[config.mk]
export PLATFORM = sky130hd
export DESIGN_NAME = motor_start_stop_interlock_sequencer
export DESIGN_NICKNAME = d
export VERILOG_FILES = /design/src/rtl/core/msi_pkg.sv /design/src/rtl/core/msi_scan.sv /design/src/rtl/core/motor_start_stop_interlock_sequencer.sv
export SDC_FILE = /design/constraint.sdc
export NUM_CORES = 1
export LEC_CHECK = 0
export BUFFER_PORTS_ARGS = -buffer_cell sky130_fd_sc_hd__buf_2
export CAP_MARGIN = 20
export CORE_MARGIN = 8
export CORE_UTILIZATION = 30
export DETAILED_ROUTE_END_ITERATION = 8
export HOLD_SLACK_MARGIN = 0.03
export SYNTH_ARGS = -nofsm -noshare
export SYNTH_HDL_FRONTEND = slang
export SYNTH_SLANG_ARGS = --single-unit
export TNS_END_PERCENT = 30
[constraint.sdc]
create_clock -name clock -period 1.92 [get_ports clock]
set_input_delay 0 -clock clock [delete_from_list [all_inputs] [get_ports clock]]
set_output_delay 0 -clock clock [all_outputs]
set_load 0.05 [all_outputs]
[src/rtl/core/msi_pkg.sv]
// Package for the motor start/stop interlock sequencer.
// Holds the step codes and the scan, state and result word types.
// No dependencies.
`default_nettype none

package msi_pkg;

   // Sequence step codes.
   localparam logic [2:0] STEP_STOPPED  = 3'd0;
   localparam logic [2:0] STEP_PRECHECK = 3'd1;
   localparam logic [2:0] STEP_STARTING = 3'd2;
   localparam logic [2:0] STEP_RUNNING  = 3'd3;
   localparam logic [2:0] STEP_STOPPING = 3'd4;
   localparam logic [2:0] STEP_FAULTED  = 3'd5;

   // Width of the start total shown on the result word.
   localparam int TOTAL_WIDTH = 16;
   localparam int REQ_DATA_WIDTH = 8;
   localparam int RSP_DATA_WIDTH = 32;

   // One scan of buttons and drive status.
   typedef struct packed {
      logic drive_is_running;
      logic drive_has_fault;
      logic drive_is_ready;
      logic estop_healthy;
      logic reset_button;
      logic stop_button;
      logic start_button;
   } scan_type;

   // Result of one scan.
   typedef struct packed {
      logic [TOTAL_WIDTH-1:0] start_total;
      logic                   permissive;
      logic                   trip_now;
      logic                   trip_is_latched;
      logic [2:0]             sequence_step;
      logic                   alarm_lamp;
      logic                   run_lamp;
      logic                   run_command;
   } result_type;

   // Button levels of the previous scan.
   typedef struct packed {
      logic reset_level;
      logic stop_level;
      logic start_level;
   } buttons_type;

endpackage : msi_pkg

`default_nettype wire

[src/rtl/core/msi_scan.sv]
// Combinational scan logic: edge detection, trip latch, step sequence, start count.
// Depends on msi_pkg.
`default_nettype none

module msi_scan
   import msi_pkg::*;
#(
   parameter int COUNT_WIDTH = 16
) (
   input  var scan_type                scan,
   input  var logic [2:0]              step_cur,
   input  var logic                    trip_cur,
   input  var logic [COUNT_WIDTH-1:0]  count_cur,
   input  var buttons_type             buttons_cur,
   output logic [2:0]                  step_nxt,
   output logic                        trip_nxt,
   output logic [COUNT_WIDTH-1:0]      count_nxt,
   output buttons_type                 buttons_nxt,
   output result_type                  result
);

   logic                   start_edge;
   logic                   stop_edge;
   logic                   reset_edge;
   logic                   trip;
   logic                   perm;
   logic                   cmd;
   logic                   alarm;
   logic [2:0]             step_mid;
   logic                   trip_mid;
   logic [31:0]            count_ext;

   // Rising edges against the previous scan's levels.
   assign start_edge = scan.start_button & ~buttons_cur.start_level;
   assign stop_edge  = scan.stop_button  & ~buttons_cur.stop_level;
   assign reset_edge = scan.reset_button & ~buttons_cur.reset_level;

   assign buttons_nxt.start_level = scan.start_button;
   assign buttons_nxt.stop_level  = scan.stop_button;
   assign buttons_nxt.reset_level = scan.reset_button;

   assign trip = ~scan.estop_healthy | ~scan.drive_is_ready | scan.drive_has_fault;

   // Trip forces the faulted step; a clean reset edge clears the latch.
   always_comb begin
      step_mid = step_cur;
      trip_mid = trip_cur;
      if (trip) begin
         trip_mid = 1'b1;
         step_mid = STEP_FAULTED;
      end else if (reset_edge) begin
         trip_mid = 1'b0;
         if (step_cur == STEP_FAULTED) begin
            step_mid = STEP_STOPPED;
         end
      end
   end

   assign perm = scan.estop_healthy & scan.drive_is_ready & ~scan.drive_has_fault & ~trip_mid;

   // Step sequence for the step in hand.
   always_comb begin
      step_nxt  = step_mid;
      trip_nxt  = trip_mid;
      count_nxt = count_cur;
      cmd       = 1'b0;
      alarm     = 1'b0;
      unique case (step_mid)
         STEP_STOPPED: begin
            if (start_edge && perm) begin
               step_nxt = STEP_PRECHECK;
            end
         end
         STEP_PRECHECK: begin
            step_nxt = perm ? STEP_STARTING : STEP_FAULTED;
         end
         STEP_STARTING: begin
            cmd = perm & ~stop_edge;
            if (scan.drive_is_running) begin
               if (count_cur != {COUNT_WIDTH{1'b1}}) begin
                  count_nxt = count_cur + {{(COUNT_WIDTH-1){1'b0}}, 1'b1};
               end
               step_nxt = STEP_RUNNING;
            end else if (!cmd) begin
               step_nxt = STEP_STOPPED;
            end
         end
         STEP_RUNNING: begin
            cmd = perm & ~stop_edge;
            if (!cmd) begin
               step_nxt = STEP_STOPPING;
            end
         end
         STEP_STOPPING: begin
            if (!scan.drive_is_running) begin
               step_nxt = STEP_STOPPED;
            end
         end
         STEP_FAULTED: begin
            alarm = 1'b1;
         end
         default: begin
            trip_nxt = 1'b1;
            step_nxt = STEP_FAULTED;
         end
      endcase
   end

   // Counter widened so its low bits can be shown at any counter width up to 32 bits.
   always_comb begin
      count_ext = '0;
      count_ext[COUNT_WIDTH-1:0] = count_nxt;
   end

   assign result.run_command     = cmd;
   assign result.run_lamp        = cmd;
   assign result.alarm_lamp      = alarm;
   assign result.sequence_step   = step_nxt;
   assign result.trip_is_latched = trip_nxt;
   assign result.trip_now        = trip;
   assign result.permissive      = perm;
   assign result.start_total     = count_ext[TOTAL_WIDTH-1:0];

endmodule : msi_scan

`default_nettype wire

[src/rtl/core/motor_start_stop_interlock_sequencer.sv]
// Motor start/stop interlock sequencer with trip latch, top level.
// An accepted request word is held in the input register, then passes
// through the scan logic into the response register.
// Throughput: one word per cycle; each stage advances when the next is free.
// Reset (synchronous, active high) empties both stages, sets the step to
// stopped and clears the trip latch, the start count and the button history.
// Depends on msi_pkg and msi_scan.
`default_nettype none

module motor_start_stop_interlock_sequencer
   import msi_pkg::*;
#(
   parameter int COUNT_WIDTH = 16
) (
   input  var logic                       clock,
   input  var logic                       reset,
   input  var logic                       req_tvalid,
   output logic                           req_tready,
   // Fields from bit 0: start_button, stop_button, reset_button, estop_healthy,
   // drive_is_ready, drive_has_fault, drive_is_running, one unused bit.
   input  var logic [REQ_DATA_WIDTH-1:0]  req_tdata,
   output logic                           rsp_tvalid,
   input  var logic                       rsp_tready,
   // Fields from bit 0: run_command, run_lamp, alarm_lamp, sequence_step[2:0],
   // trip_is_latched, trip_now, permissive, start_total[15:0], seven zero pad bits.
   output logic [RSP_DATA_WIDTH-1:0]      rsp_tdata
);

   localparam int ScanBits = $bits(scan_type);
   localparam int ResultBits = $bits(result_type);

   logic                    in_vld_ff,  in_vld_in;
   scan_type                in_scan_ff, in_scan_in;
   logic                    out_vld_ff, out_vld_in;
   result_type              out_res_ff, out_res_in;
   logic [2:0]              step_ff,    step_in;
   logic                    trip_ff,    trip_in;
   logic [COUNT_WIDTH-1:0]  count_ff,   count_in;
   buttons_type             buttons_ff, buttons_in;

   logic                    out_free;
   logic                    advance;
   logic                    req_take;
   result_type              scan_res;

   // Stage flow control.
   assign out_free   = ~out_vld_ff | rsp_tready;
   assign advance    = in_vld_ff & out_free;
   assign req_tready = ~in_vld_ff | advance;
   assign req_take   = req_tvalid & req_tready;

   msi_scan #(
      .COUNT_WIDTH (COUNT_WIDTH)
   ) u_scan (
      .scan        (in_scan_ff),
      .step_cur    (step_ff),
      .trip_cur    (trip_ff),
      .count_cur   (count_ff),
      .buttons_cur (buttons_ff),
      .step_nxt    (step_in),
      .trip_nxt    (trip_in),
      .count_nxt   (count_in),
      .buttons_nxt (buttons_in),
      .result      (scan_res)
   );

   // Next values of the pipeline stages.
   always_comb begin
      in_vld_in  = req_take | (in_vld_ff & ~advance);
      in_scan_in = req_take ? req_tdata[ScanBits-1:0] : in_scan_ff;
      out_vld_in = advance | (out_vld_ff & ~rsp_tready);
      out_res_in = advance ? scan_res : out_res_ff;
   end

   // Control and sequence state.
   always_ff @(posedge clock) begin
      if (reset) begin
         in_vld_ff  <= 1'b0;
         out_vld_ff <= 1'b0;
         step_ff    <= STEP_STOPPED;
         trip_ff    <= 1'b0;
         count_ff   <= '0;
         buttons_ff <= '0;
      end else begin
         in_vld_ff  <= in_vld_in;
         out_vld_ff <= out_vld_in;
         if (advance) begin
            step_ff    <= step_in;
            trip_ff    <= trip_in;
            count_ff   <= count_in;
            buttons_ff <= buttons_in;
         end
      end
   end

   // Payload registers.
   always_ff @(posedge clock) begin
      in_scan_ff <= in_scan_in;
      out_res_ff <= out_res_in;
   end

   assign rsp_tvalid = out_vld_ff;
   assign rsp_tdata  = {{(RSP_DATA_WIDTH-ResultBits){1'b0}}, out_res_ff};

`ifndef SYNTH
   // The held step never takes an unused code.
   a_step_legal: assert property (@(posedge clock) disable iff (reset)
      step_ff <= STEP_FAULTED)
      else $error("sequencer step holds an unused code");

   // A trip in a scan leaves the latch set and the step faulted.
   a_trip_faults: assert property (@(posedge clock) disable iff (reset)
      out_vld_ff |-> (!out_res_ff.trip_now ||
         (out_res_ff.trip_is_latched && out_res_ff.sequence_step == STEP_FAULTED)))
      else $error("trip did not latch or fault the sequence");

   // The drive is never commanded to run while the alarm shows.
   a_cmd_no_alarm: assert property (@(posedge clock) disable iff (reset)
      out_vld_ff |-> !(out_res_ff.run_command && out_res_ff.alarm_lamp))
      else $error("run command together with alarm");

   // Permissive excludes a latched trip.
   a_perm_clean: assert property (@(posedge clock) disable iff (reset)
      out_vld_ff |-> !(out_res_ff.permissive && out_res_ff.trip_is_latched))
      else $error("permissive with latched trip");

   // Sequence state only moves when a word passes into the response stage.
   a_state_hold: assert property (@(posedge clock) disable iff (reset)
      !advance |=> $stable(step_ff) && $stable(trip_ff) && $stable(count_ff))
      else $error("sequence state changed without a word");
`endif

endmodule : motor_start_stop_interlock_sequencer

`default_nettype wire
==> Word-level counts from Yosys, hierarchy flattened <==
Index checks and enable logic that the tools add are counted.
{ "op_classes": {"bitwise_logic": 29, "eq_ne": 7, "muxes": 17, "n_addsub": 1, "reduce_logical": 4} }
{ "ops": {"columns": ["operator", "count"], "rows": [
  ["$mux W16", 3],
  ["$mux W3", 9],
  ["$pmux W3 S6", 1],
  ["$add A16 B1 Y16 const B", 1],
  ["$ne A16 B16 Y1 const B", 1],
  ["$not A1 Y1", 12],
  ["$and A1 B1 Y1", 11],
  ["$eq A3 B3 Y1 const B", 3],
  ["$eq A3 B2 Y1 const B", 2],
  ["$or A1 B1 Y1", 6],
  ["$reduce_or A6 Y1", 1],
  ["$mux W1", 4],
  ["$eq A3 B1 Y1 const B", 1],
  ["$logic_not A3 Y1", 1],
  ["$reduce_or A2 Y1", 1],
  ["$logic_and A1 B1 Y1", 1]
]} }
{ "word_totals": {"ff_bits": 56, "wordCells": 80} }

==> Logic depth before layout (Yosys ltp) <==
Gate-level depths: netlist of the first run.
{ "depth": {"ltp_word": 10, "depth_mapped": 7} }

==> Modules after synthesis <==
From an unflattened synthesis of the first run, not the netlist that was laid out.
{ "hier_totals": {"hier_cells": 268, "area_unflattened_um2": 2941.6} }
{ "by_module_without_submodules": {"columns": ["mod", "n_inst", "cells_per_inst", "seq_area_each_um2", "area_per_inst_um2"], "rows": [
  ["motor_start_stop_interlock_sequencer", 1, 150, 1461.4, 2154.6],
  ["msi_scan", 1, 118, 0.0, 787.0]
]} }

==> Worst setup path after synthesis of the first run <==
OpenSTA, ideal clock, no wires.
{ "synth_timing": {"kind": "register to register", "start": "register out_vld_ff, in the netlist rsp_tvalid", "end": "register out_res_ff (netlist bit rsp_tdata[0]) (enable)", "setup_time_ns": 0.398, "synth_period_minus_slack_ns": 2.084, "arrival_time_ns": 1.686, "path_stages_with_launch": 5, "required_time_ns": 1.522, "setup_slack_ns": -0.164, "cell_sequence": "dfxtp_1 > nand2b_1 > nand2_1 > inv_1 > clkbuf_1"} }
{ "synth_via": {"elab_chain_cells": 3} }
{ "synth_rtl": {"columns": ["item", "line", "text"], "rows": [
  ["from (decl)", "motor_start_stop_interlock_sequencer.sv:34", "logic out_vld_ff, out_vld_in;"],
  ["from (signal assigned)", "motor_start_stop_interlock_sequencer.sv:86", "out_vld_ff <= out_vld_in;"],
  ["$not A1 Y1", "motor_start_stop_interlock_sequencer.sv:47", "assign out_free = ~out_vld_ff | rsp_tready;"],
  ["$or A1 B1 Y1", "motor_start_stop_interlock_sequencer.sv:47", null],
  ["$and A1 B1 Y1", "motor_start_stop_interlock_sequencer.sv:48", "assign advance = in_vld_ff & out_free;"],
  ["net advance", "motor_start_stop_interlock_sequencer.sv:42", "logic advance;"],
  ["to (signal assigned)", "motor_start_stop_interlock_sequencer.sv:99", "out_res_ff <= out_res_in;"],
  ["to (decl)", "motor_start_stop_interlock_sequencer.sv:35", "result_type out_res_ff, out_res_in;"]
]} }
The timed path passes the listed nets, and every way through them passes these cells.
A chain may end at the register's enable or synchronous reset.

==> Final worst setup path of the first run <==
{ "layout_timing": {"start": "register count_ff[1]", "end": "register out_res_ff (netlist bit rsp_tdata[21]) (data pin)"} }
{ "layout_via": {"elab_chain_cells": 4} }
{ "layout_rtl": {"columns": ["item", "line", "text"], "rows": [
  ["from (decl)", "motor_start_stop_interlock_sequencer.sv:38", "logic [COUNT_WIDTH-1:0] count_ff, count_in;"],
  ["from (signal assigned)", "motor_start_stop_interlock_sequencer.sv:90", "count_ff <= count_in;"],
  ["$add A16 B1 Y16 or $ne A16 B16 Y1 (tied branches)", "msi_scan.sv:81, msi_scan.sv:80", null],
  ["$mux W16 (*)", "msi_scan.sv:80", "if (count_cur != {COUNT_WIDTH{1'b1}}) begin"],
  ["$mux W16 (*)", "msi_scan.sv:79", "if (scan.drive_is_running) begin"],
  ["$mux W16 (*)", "msi_scan.sv:68", "unique case (step_mid)"],
  ["net count_in[12]", "motor_start_stop_interlock_sequencer.sv:38", null]
]} }
Mark *: on every way through the listed nets, which the timed path passes. The rest lies on a longest branch.

==> impl_metrics.toml, run 1 <==
[sta]
fmax_mhz = 549.7
period_share = 0.9475
finalHoldWorstSlack_ns = 0.04355
worst_slack_ns = 0.1007
hold_viol = 0
rsz0062_at_grt = "no"
period_needed_ns = 1.819
finalSetupViolations = 0
fin_skew_ns = 0.008905
fin_tns_setup_ns = 0
slew_viol_final = 0

[place]
io_buffers = 37
dpl_cell_area_um2 = 3059
routabilityCongestion = 0.7847
dp_slack_ns = 0.07680
dp_hpwl_um = 4256

[route]
vias_per_cell = 4.741
post_drt_wl_per_cell_um = 13.28
drt_wl_total_um = 5695
first_iter_violations = 72
ant_nets = 0
dr.pass1.iters = 4
drcViolationCount = 0
num_vias = 2034

[synthesis]
synth-main-ff-cell = "edfxtp_1"
yosys_warnings = 0
syn_avg_cell_area_um2 = 10.38
synth-seq-cells = 56
async_flop_share = 0
synth_area_um2 = 2646
synth.yosys.seq_area_share = 0.5409
syn_inst = 255
synth_cell_types = 49
synth_edf_count = 31

[pwr]
p_seq_frac = 0.504
powerDensity_nw_per_um2 = 784.0
clkPwrFrac = 0.394
p_sw_mw = 0.5885
comb_power_share = 0.102
leakagePower_nw = 1.287
p_int_mw = 2.029
power.share.switching = 0.2249
ir_drop_v = 0.0004879

[finish]
fill_cells = 866
design_area_um2 = 3338
nets = 333
antenna_cells = 0
drive_above_1_share = 0.2866
register_area_um2 = 1436
multi_input_area_um2 = 1111
post-route-util = 0.3866
syn_to_final_growth_pct = 26.15

[floorplanning]
core_um2 = 8636
dieArea_um2 = 12080
initial_core_util = 0.3064
die_y_um = 109.9
dieWidth_um = 109.9
io_pins = 46
rows = 34

[grt]
grt_use_total = 0.09719
grt_antenna_before_repair = 0
grt_max_degree = 22
grt_pass1_wl_um = 9411
overflow = 0
grt_pass1_vias = 2085

[setup_path]
startpoint = "count_ff[1]"
worst-r2r-cell-count = 6
worst-r2r-setup-slack_ns = 0.10
crit_fanout = 5
r2r_end = "rsp_tdata[21]"
critPathKind = "register to register"
endpoint = "rsp_tdata[21]"
reg2reg_from = "count_ff[1]"
worstPathArrival_ns = 1.89
crit_path_end_kind = "register"
startpoint_type = "register"
crit_required_ns = 1.99

[clock_tree]
cts_root_buf = "clkbuf_8"
clk_pin_slew_ns = 0.10
cts_buffers = 5
clk_latency_ns = 0.31
cts_tree = "built"
cts_buffer_depth = 2
clkSinkCount = 56
cts_max_level = 2

[run]
maxCapViolCount = 0

[min_path]
worstHoldPathCells = 4
hold_path.class = "primary input to register"

[run_status]
status = "completed"
==> final cells by class <==
| class | count | share of cell area |
|---|---|---|
| clock inverters | 3 | 0.02699 |
| inverters | 5 | 0.005622 |
| multi-input cells | 179 | 0.3328 |
| well taps | 108 | 0.04048 |
| flip-flops and latches | 56 | 0.4303 |
| clock buffers | 5 | 0.02061 |
| repair buffers | 73 | 0.1432 |
==> power by group through the flow <==
stage | logic (mW) | clock network [mW] | registers, mW
2_1_floorplan | 0.112 | 0 | 1.43
3_3_place_gp | 0.250 | 0 | 1.35
3_5_place_dp | 0.252 | 0 | 1.35
4_1_cts | 0.268 | 1.06 | 1.32
5_1_grt | 0.283 | 1.10 | 1.33
6_report | 0.266 | 1.03 | 1.32
==> logic make-up (layout without fill, tap and decap cells) <==
logic type               Yosys count  after routing  share of synthesized area
AND/OR/NAND/NOR                  114            114                     0.2298
AO/OA/AOI/OAI                     31             31                    0.07802
multiplexers                       6              6                    0.02459
other                              1              7                   0.001417
adder cells (fa/ha/maj)            1              1                   0.004727
flip-flops                        56             56                     0.5409
XOR/XNOR                          20             20                    0.06619
buffers and inverters             26             86                    0.05437
==> how the worst min path moves through the flow <==
| stage | slack (ns) | to | from |
|---|---|---|---|
| after floorplan | 0.07 | count_ff[14] | reset |
| final | 0.04 | step_ff[0] | reset |
| after global placement | 0.18 | in_scan_ff[1] | req_tdata[1] |
| after detailed placement | 0.18 | in_scan_ff[5] | req_tdata[5] |
| after CTS | 0.04 | step_ff[0] | reset |
| after global routing | 0.08 | step_ff[0] | reset |
==> cell usage after synthesis, types with 3 or more instances <==
library cell	number	area, um2
clkbuf_1	7	26.28
nand4_1	7	43.79
nand2b_1	3	18.77
and3_1	7	43.79
nand2_1	21	78.83
inv_1	5	18.77
nor4_1	6	37.54
a21oi_1	10	50.05
and2_1	3	18.77
buf_4	9	67.56
buf_2	4	20.02
xor2_1	9	78.83
nor2_1	32	120.1
xnor2_1	11	96.34
edfxtp_1	31	930.9
dfxtp_1	25	500.5
nor3_1	10	50.05
o21ai_0	8	40.04
mux2_2	4	45.04
nand3_1	7	35.03
==> registers in the layout, summed over array words and instances, names as in the netlist <==
register and cells:
rsp_tdata 24, count_ff 16, in_scan_ff 7, buttons_ff 3, step_ff 3, in_vld_ff 1, rsp_tvalid 1, trip_ff 1
==> worst max-delay path, stage by stage (launching register included) <==
cell and delay [ns]:
dfxtp_2 0.37, ha_2 0.19, and3_1 0.18, nand4_1 0.20, buf_4 0.21, nor2_2 0.10, mux2_2 0.34
==> layout by cell type (no fill, tap or decap), types with 9 or more instances in the layout <==
master         Yosys  routed
buf_4              9      27
xnor2_1           11      11
xor2_1             9       9
buf_2              4      37
nor3_1            10       9
nand2_1           21      21
a21oi_1           10      10
nor2_1            32      31
edfxtp_1          31      31
dfxtp_1           25      21
dlygate4sd3_1      0       9
==> per-stage QoR <==
stage               power, mW  instances
floorplan               1.539        261
global placement        1.596        411
detailed placement      1.599        411
CTS                     2.648        428
global route            2.707        429
finish                  2.617        429
==> routing by layer <==
metal  GRT usage  vias to the layer above  part of all wire
li1            -                     1027                 -
met1      0.1081                      966              0.45
met2      0.1725                       34              0.48
met3     0.02345                        7             0.051
met4     0.04147                        0             0.017
met5           0                        -                 0
==> timing repair <==
item,4_1_cts,5_1_grt
gates resized for setup,0,8
endpoints found under the setup margin,0,10
buffers inserted,0,1
hold buffers,9,0
endpoints found under the hold margin,9,0
Power figures use the tool's default switching activity.
==> inputs of run 2 (changes only) <==
==> constraint.sdc (replaced) <==
create_clock -name clock -period 2.11 [get_ports clock]
set_input_delay 0 -clock clock [delete_from_list [all_inputs] [get_ports clock]]
set_output_delay 0 -clock clock [all_outputs]
set_load 0.05 [all_outputs]
==> run 2 against run 1 <==
  * Clock power shrank 34%
  * Non-clock buffer count down 10
  * Fmax is 6.4% lower
  * Sequential share of layout area increased by 1.9 points
==> impl_metrics.toml, run 2 (synthesis gave the netlist of run 1 again) <==
[setup_path]
crit_fanout = 5
crit_family = "simple AND/OR/NAND/NOR gates"
startpoint_type = "register"
critPathKind = "register to register"
crit_slowest_cell = "dfxtp_1"
crit_buf_inv = 1
crit_path_end_kind = "register"
path_cells = "ha_1 -> and3_1 -> nand4_1 -> o21bai_2 -> buf_4 -> nor2_1 -> xor2_1"
worstPathArrival_ns = 2.00
crit_required_ns = 2.17
crit_path_max_incr_delay_ns = 0.39

[run_status]
status = "completed"

[clock_tree]
clk_pin_slew_ns = 0.10
cts_buffer_depth = 2
clkSinkCount = 56
cts_buffers = 5
cts_tree = "built"
clk_latency_ns = 0.30
cts_root_buf = "clkbuf_8"
cts_max_level = 2
cts_resized = 0

[place]
routabilityCongestion = 0.7831
placed_cells = 402
io_buffers = 37
dp_hpwl_um = 4009

[pwr]
leakagePower_nw = 1.214
power.total_mw = 2.118
ir_drop_v = 0.0002694
powerDensity_nw_per_um2 = 664.2

[floorplanning]
die_y_um = 109.9
rows = 34
core_um2 = 8636
dieWidth_um = 109.9
dieArea_um2 = 12080
initial_core_util = 0.3064
io_pins = 46

[grt]
overflow = 0
grt_pass1_vias = 1889
grtUsageMet3 = 0.02814
grt_use_total = 0.09199
grt-busiest-layer = "met2"
grtUsageMet2 = 0.1545
grt_max_degree = 24
grtUsageMet1 = 0.1086
grt_antenna_before_repair = 0
grt_pass1_wl_um = 8921

[route]
vias_per_cell = 4.706
post_drt_wl_per_cell_um = 13.07
num_vias = 1972
first_iter_violations = 71
drcViolationCount = 0
ant_nets = 0
drt_wl_total_um = 5478
dr.pass1.iters = 4

[finish]
final_common_cell = "buf_2"
largest_reg_flops = 24
drive_above_1_share = 0.2379
stdcell_count = 419
final_cell_mix = "37 x buf_2, 32 x nor2_1, 31 x edfxtp_1"
nets = 323
antenna_cells = 0
post-route-util = 0.3693
syn_to_final_growth_pct = 20.52

[sta]
slew_viol_final = 0
fin_skew_ns = 0.005499
period_share = 0.9208
rsz0062_at_grt = "no"
fin_tns_setup_ns = 0
fmax_mhz = 514.7
finalSetupViolations = 0
period_needed_ns = 1.943
hold_viol = 0

[min_path]
hold_path.class = "primary input to register"

[run]
maxCapViolCount = 0
-- run 2: cell count changes in the layout (fill, tap and decap cells not counted) --
cell	delta
buf_4	-10
dfxtp_1	+4
dfxtp_2	-4
bufinv_16	-2
clkbuf_1	+1
clkinv_2	+1
ha_1	+1
ha_2	-1
nor2_1	+1
nor2_2	-1
nor3_1	+1
nor3_2	-1
o21bai_2	+1
o21bai_4	-1
-- run 2: what timing repair did --
action | CTS | global route
endpoints found under the hold margin | 9 | 0
hold buffers | 9 | 0
setup buffers | 0 | 0
-- run 2: layout make-up --
| type | count | area, um2 |
|---|---|---|
| Timing Repair Buffer | 63 | 402.9 |
| Clock inverter | 2 | 35.03 |
| Clock buffer | 6 | 72.57 |
| Sequential cell | 56 | 1431 |
| Fill cell | 868 | 5446 |
| Multi-Input combinational cell | 179 | 1094 |
| Tap cell | 108 | 135.1 |
| Inverter | 5 | 18.77 |
-- run 2: worst paths after layout --
check                start             to  slack [ns]  depth (start not counted)
max            count_ff[1]  rsp_tdata[13]        0.17                          7
min                  reset    count_ff[7]        0.12                          2
max reg2reg    count_ff[1]  rsp_tdata[13]        0.17                          7
min reg2reg  buttons_ff[1]  buttons_ff[1]        0.46                          2
-- run 2: stage by stage --
step | area [um2] | hold WS (ns) | worst slack (ns)
finish | 3189 | 0.1226 | 0.1672
global route | 3189 | 0.1428 | 0.06205
CTS | 3189 | 0.1260 | 0.1664
detailed placement | 2992 | 0.1787 | 0.1761
global placement | 2992 | 0.1779 | 0.2408
floorplan | 2669 | 0.07214 | 0.02608
-- run 2: where the power goes --
| part | switching [mW] | leakage, nW | internal, mW |
|---|---|---|---|
| Combinational | 0.171 | 0.677 | 0.0627 |
| Clock | 0.330 | 0.0552 | 0.353 |
| Sequential | 0.0158 | 0.481 | 1.19 |
| Total | 0.517 | 1.21 | 1.60 |
-- run 2: layer usage --
layer,vias to the layer above,part of all wire
li1,1011,-
met1,909,0.45
met2,50,0.47
met3,2,0.070
met4,0,0.0097
met5,-,0
==> inputs of run 3 (changes only) <==
--- a/config.mk
+++ b/config.mk
@@ -11,6 +11,8 @@
 export CORE_UTILIZATION = 30
 export DETAILED_ROUTE_END_ITERATION = 8
 export HOLD_SLACK_MARGIN = 0.03
+export PLACE_DENSITY = 0.51
+export SKIP_LAST_GASP = 1
 export SYNTH_ARGS = -nofsm -noshare
 export SYNTH_HDL_FRONTEND = slang
 export SYNTH_SLANG_ARGS = --single-unit
==> run 3 against run 2 <==
  * Worst hold slack better by 0.015 ns
  * Wire length increased by 4.3%
  * First-iteration DRC count stayed put
  * Total power fell by 2.2%
  * Setup slack better by 0.048 ns
  * Sequential power about the same
  * Sequential share of layout area grew 0.53 points
  * Critical path depth decreased by 2
  * Clock skew increased by 0.0037 ns
  * Flip-flop and latch count stayed put
  * Cell area down 1.2%
  * Largest cell class unchanged
==> impl_metrics.toml, run 3 (synthesis gave the netlist of run 1 again) <==
[grt]
grt_antenna_before_repair = 0
grt_use_total = 0.1014
grt_pass1_wl_um = 9763
grt_pass1_vias = 2006
overflow = 0
grt_max_degree = 24

[min_path]
hold_path.class = "primary input to register"
worstHoldStart = "reset"

[clock_tree]
cts_root_buf = "clkbuf_8"
cts_buffers = 5
clkSinkCount = 56
cts_resized = 0
cts_tree = "built"
cts_max_level = 2
clk_latency_ns = 0.31
clk_pin_slew_ns = 0.10
cts_hold_buffers = 9
cts_buffer_depth = 2
cts_setup_buffers = 0

[sta]
worst_slack_ns = 0.2150
fmax_mhz = 527.7
slew_headroom = 0.6666
hold_viol = 0
finalHoldWorstSlack_ns = 0.1377
slew_viol_final = 0
fin_tns_setup_ns = 0
period_share = 0.8981
period_needed_ns = 1.895
rsz0062_at_grt = "no"
tightest_slew_ns = 0.5001
fin_skew_ns = 0.009159
finalSetupViolations = 0

[finish]
drive_above_1_share = 0.2280
nets = 319
antenna_cells = 0
largest_reg_flops = 24
final_cell_mix = "37 x buf_2, 32 x nor2_1, 31 x edfxtp_1"
syn_to_final_growth_pct = 19.10
design_area_um2 = 3152
final_common_cell = "buf_2"

[place]
dp_hpwl_um = 4009
dpl_cell_area_um2 = 2962
routabilityCongestion = 0.7687
dp_slack_ns = 0.2347
io_buffers = 37

[route]
first_iter_violations = 71
drcViolationCount = 0
ant_nets = 0
dr.pass1.iters = 4
post_drt_wl_per_cell_um = 13.77
vias_per_cell = 4.651
num_vias = 1930
drt_wl_total_um = 5714

[pwr]
p_seq_frac = 0.580
power.share.switching = 0.2525
ir_drop_v = 0.0002669
clkPwrFrac = 0.307
p_sw_mw = 0.5229
p_int_mw = 1.548
comb_power_share = 0.113
powerDensity_nw_per_um2 = 657.0
power.total_mw = 2.071
leakagePower_nw = 1.188

[setup_path]
crit_slowest_cell = "and4b_1"
critPathKind = "register to register"
startpoint_type = "register"
startpoint = "in_scan_ff[5]"
crit_family = "simple AND/OR/NAND/NOR gates"
crit_buf_inv = 0
crit_path_max_incr_delay_ns = 0.45
reg2reg_from = "in_scan_ff[5]"
path_cells = "and4b_1 -> nand3b_4 -> or3_1 -> or3_1 -> a21oi_1"
crit_fanout = 7
worst-r2r-setup-slack_ns = 0.22
crit_path_end_kind = "register"
worstPathArrival_ns = 2.13
cp_common_cell = "or3_1"
crit_required_ns = 2.35

[floorplanning]
initial_core_util = 0.3064
dieWidth_um = 109.9
core_um2 = 8636
die_y_um = 109.9
io_pins = 46
rows = 34
dieArea_um2 = 12080

[run_status]
status = "completed"

[run]
maxCapViolCount = 0
run 3: cell types whose count changed in the layout (fill, tap and decap cells not counted), sizes merged:
| cell | previous run | this run |
|---|---|---|
| bufinv | 1 | 0 |
| buf | 54 | 50 |
| clkbuf | 6 | 8 |
| clkinv | 1 | 0 |
run 3: layer usage:
layer	vias up	global-route usage	routed length [um]
met5	-	0	0
met4	0	0.03568	82
met3	6	0.02696	329
met2	41	0.1627	2561
met1	894	0.1283	2741
li1	989	-	-
run 3: final cells by class:
type / instances / area (um2)
clock buffer: 8 / 100.1
multi-input combinational: 179 / 1094
sequential: 56 / 1431
timing repair buffer: 59 / 372.9
tap: 108 / 135.1
fill: 901 / 5484
inverter: 5 / 18.77
run 3: final timing paths:
check                  end  depth (start not counted)
max            count_ff[5]                          5
min              in_vld_ff                          2
max reg2reg    count_ff[5]                          5
min reg2reg  buttons_ff[0]                          2
run 3: through the flow:
stage                     utilization  std cells
final                          0.3650        415
after global placement         0.3429        398
after detailed placement       0.3429        398
after global routing           0.3650        415
after CTS                      0.3650        415
after floorplan                     -        261
run 3: power groups by stage:
stage / Sequential (mW) / Clock, mW / Combinational, mW
2_1_floorplan: 1.30 / 0 / 0.102
3_3_place_gp: 1.23 / 0 / 0.220
3_5_place_dp: 1.23 / 0 / 0.222
4_1_cts: 1.20 / 0.660 / 0.236
5_1_grt: 1.21 / 0.698 / 0.251
6_report: 1.20 / 0.635 / 0.234
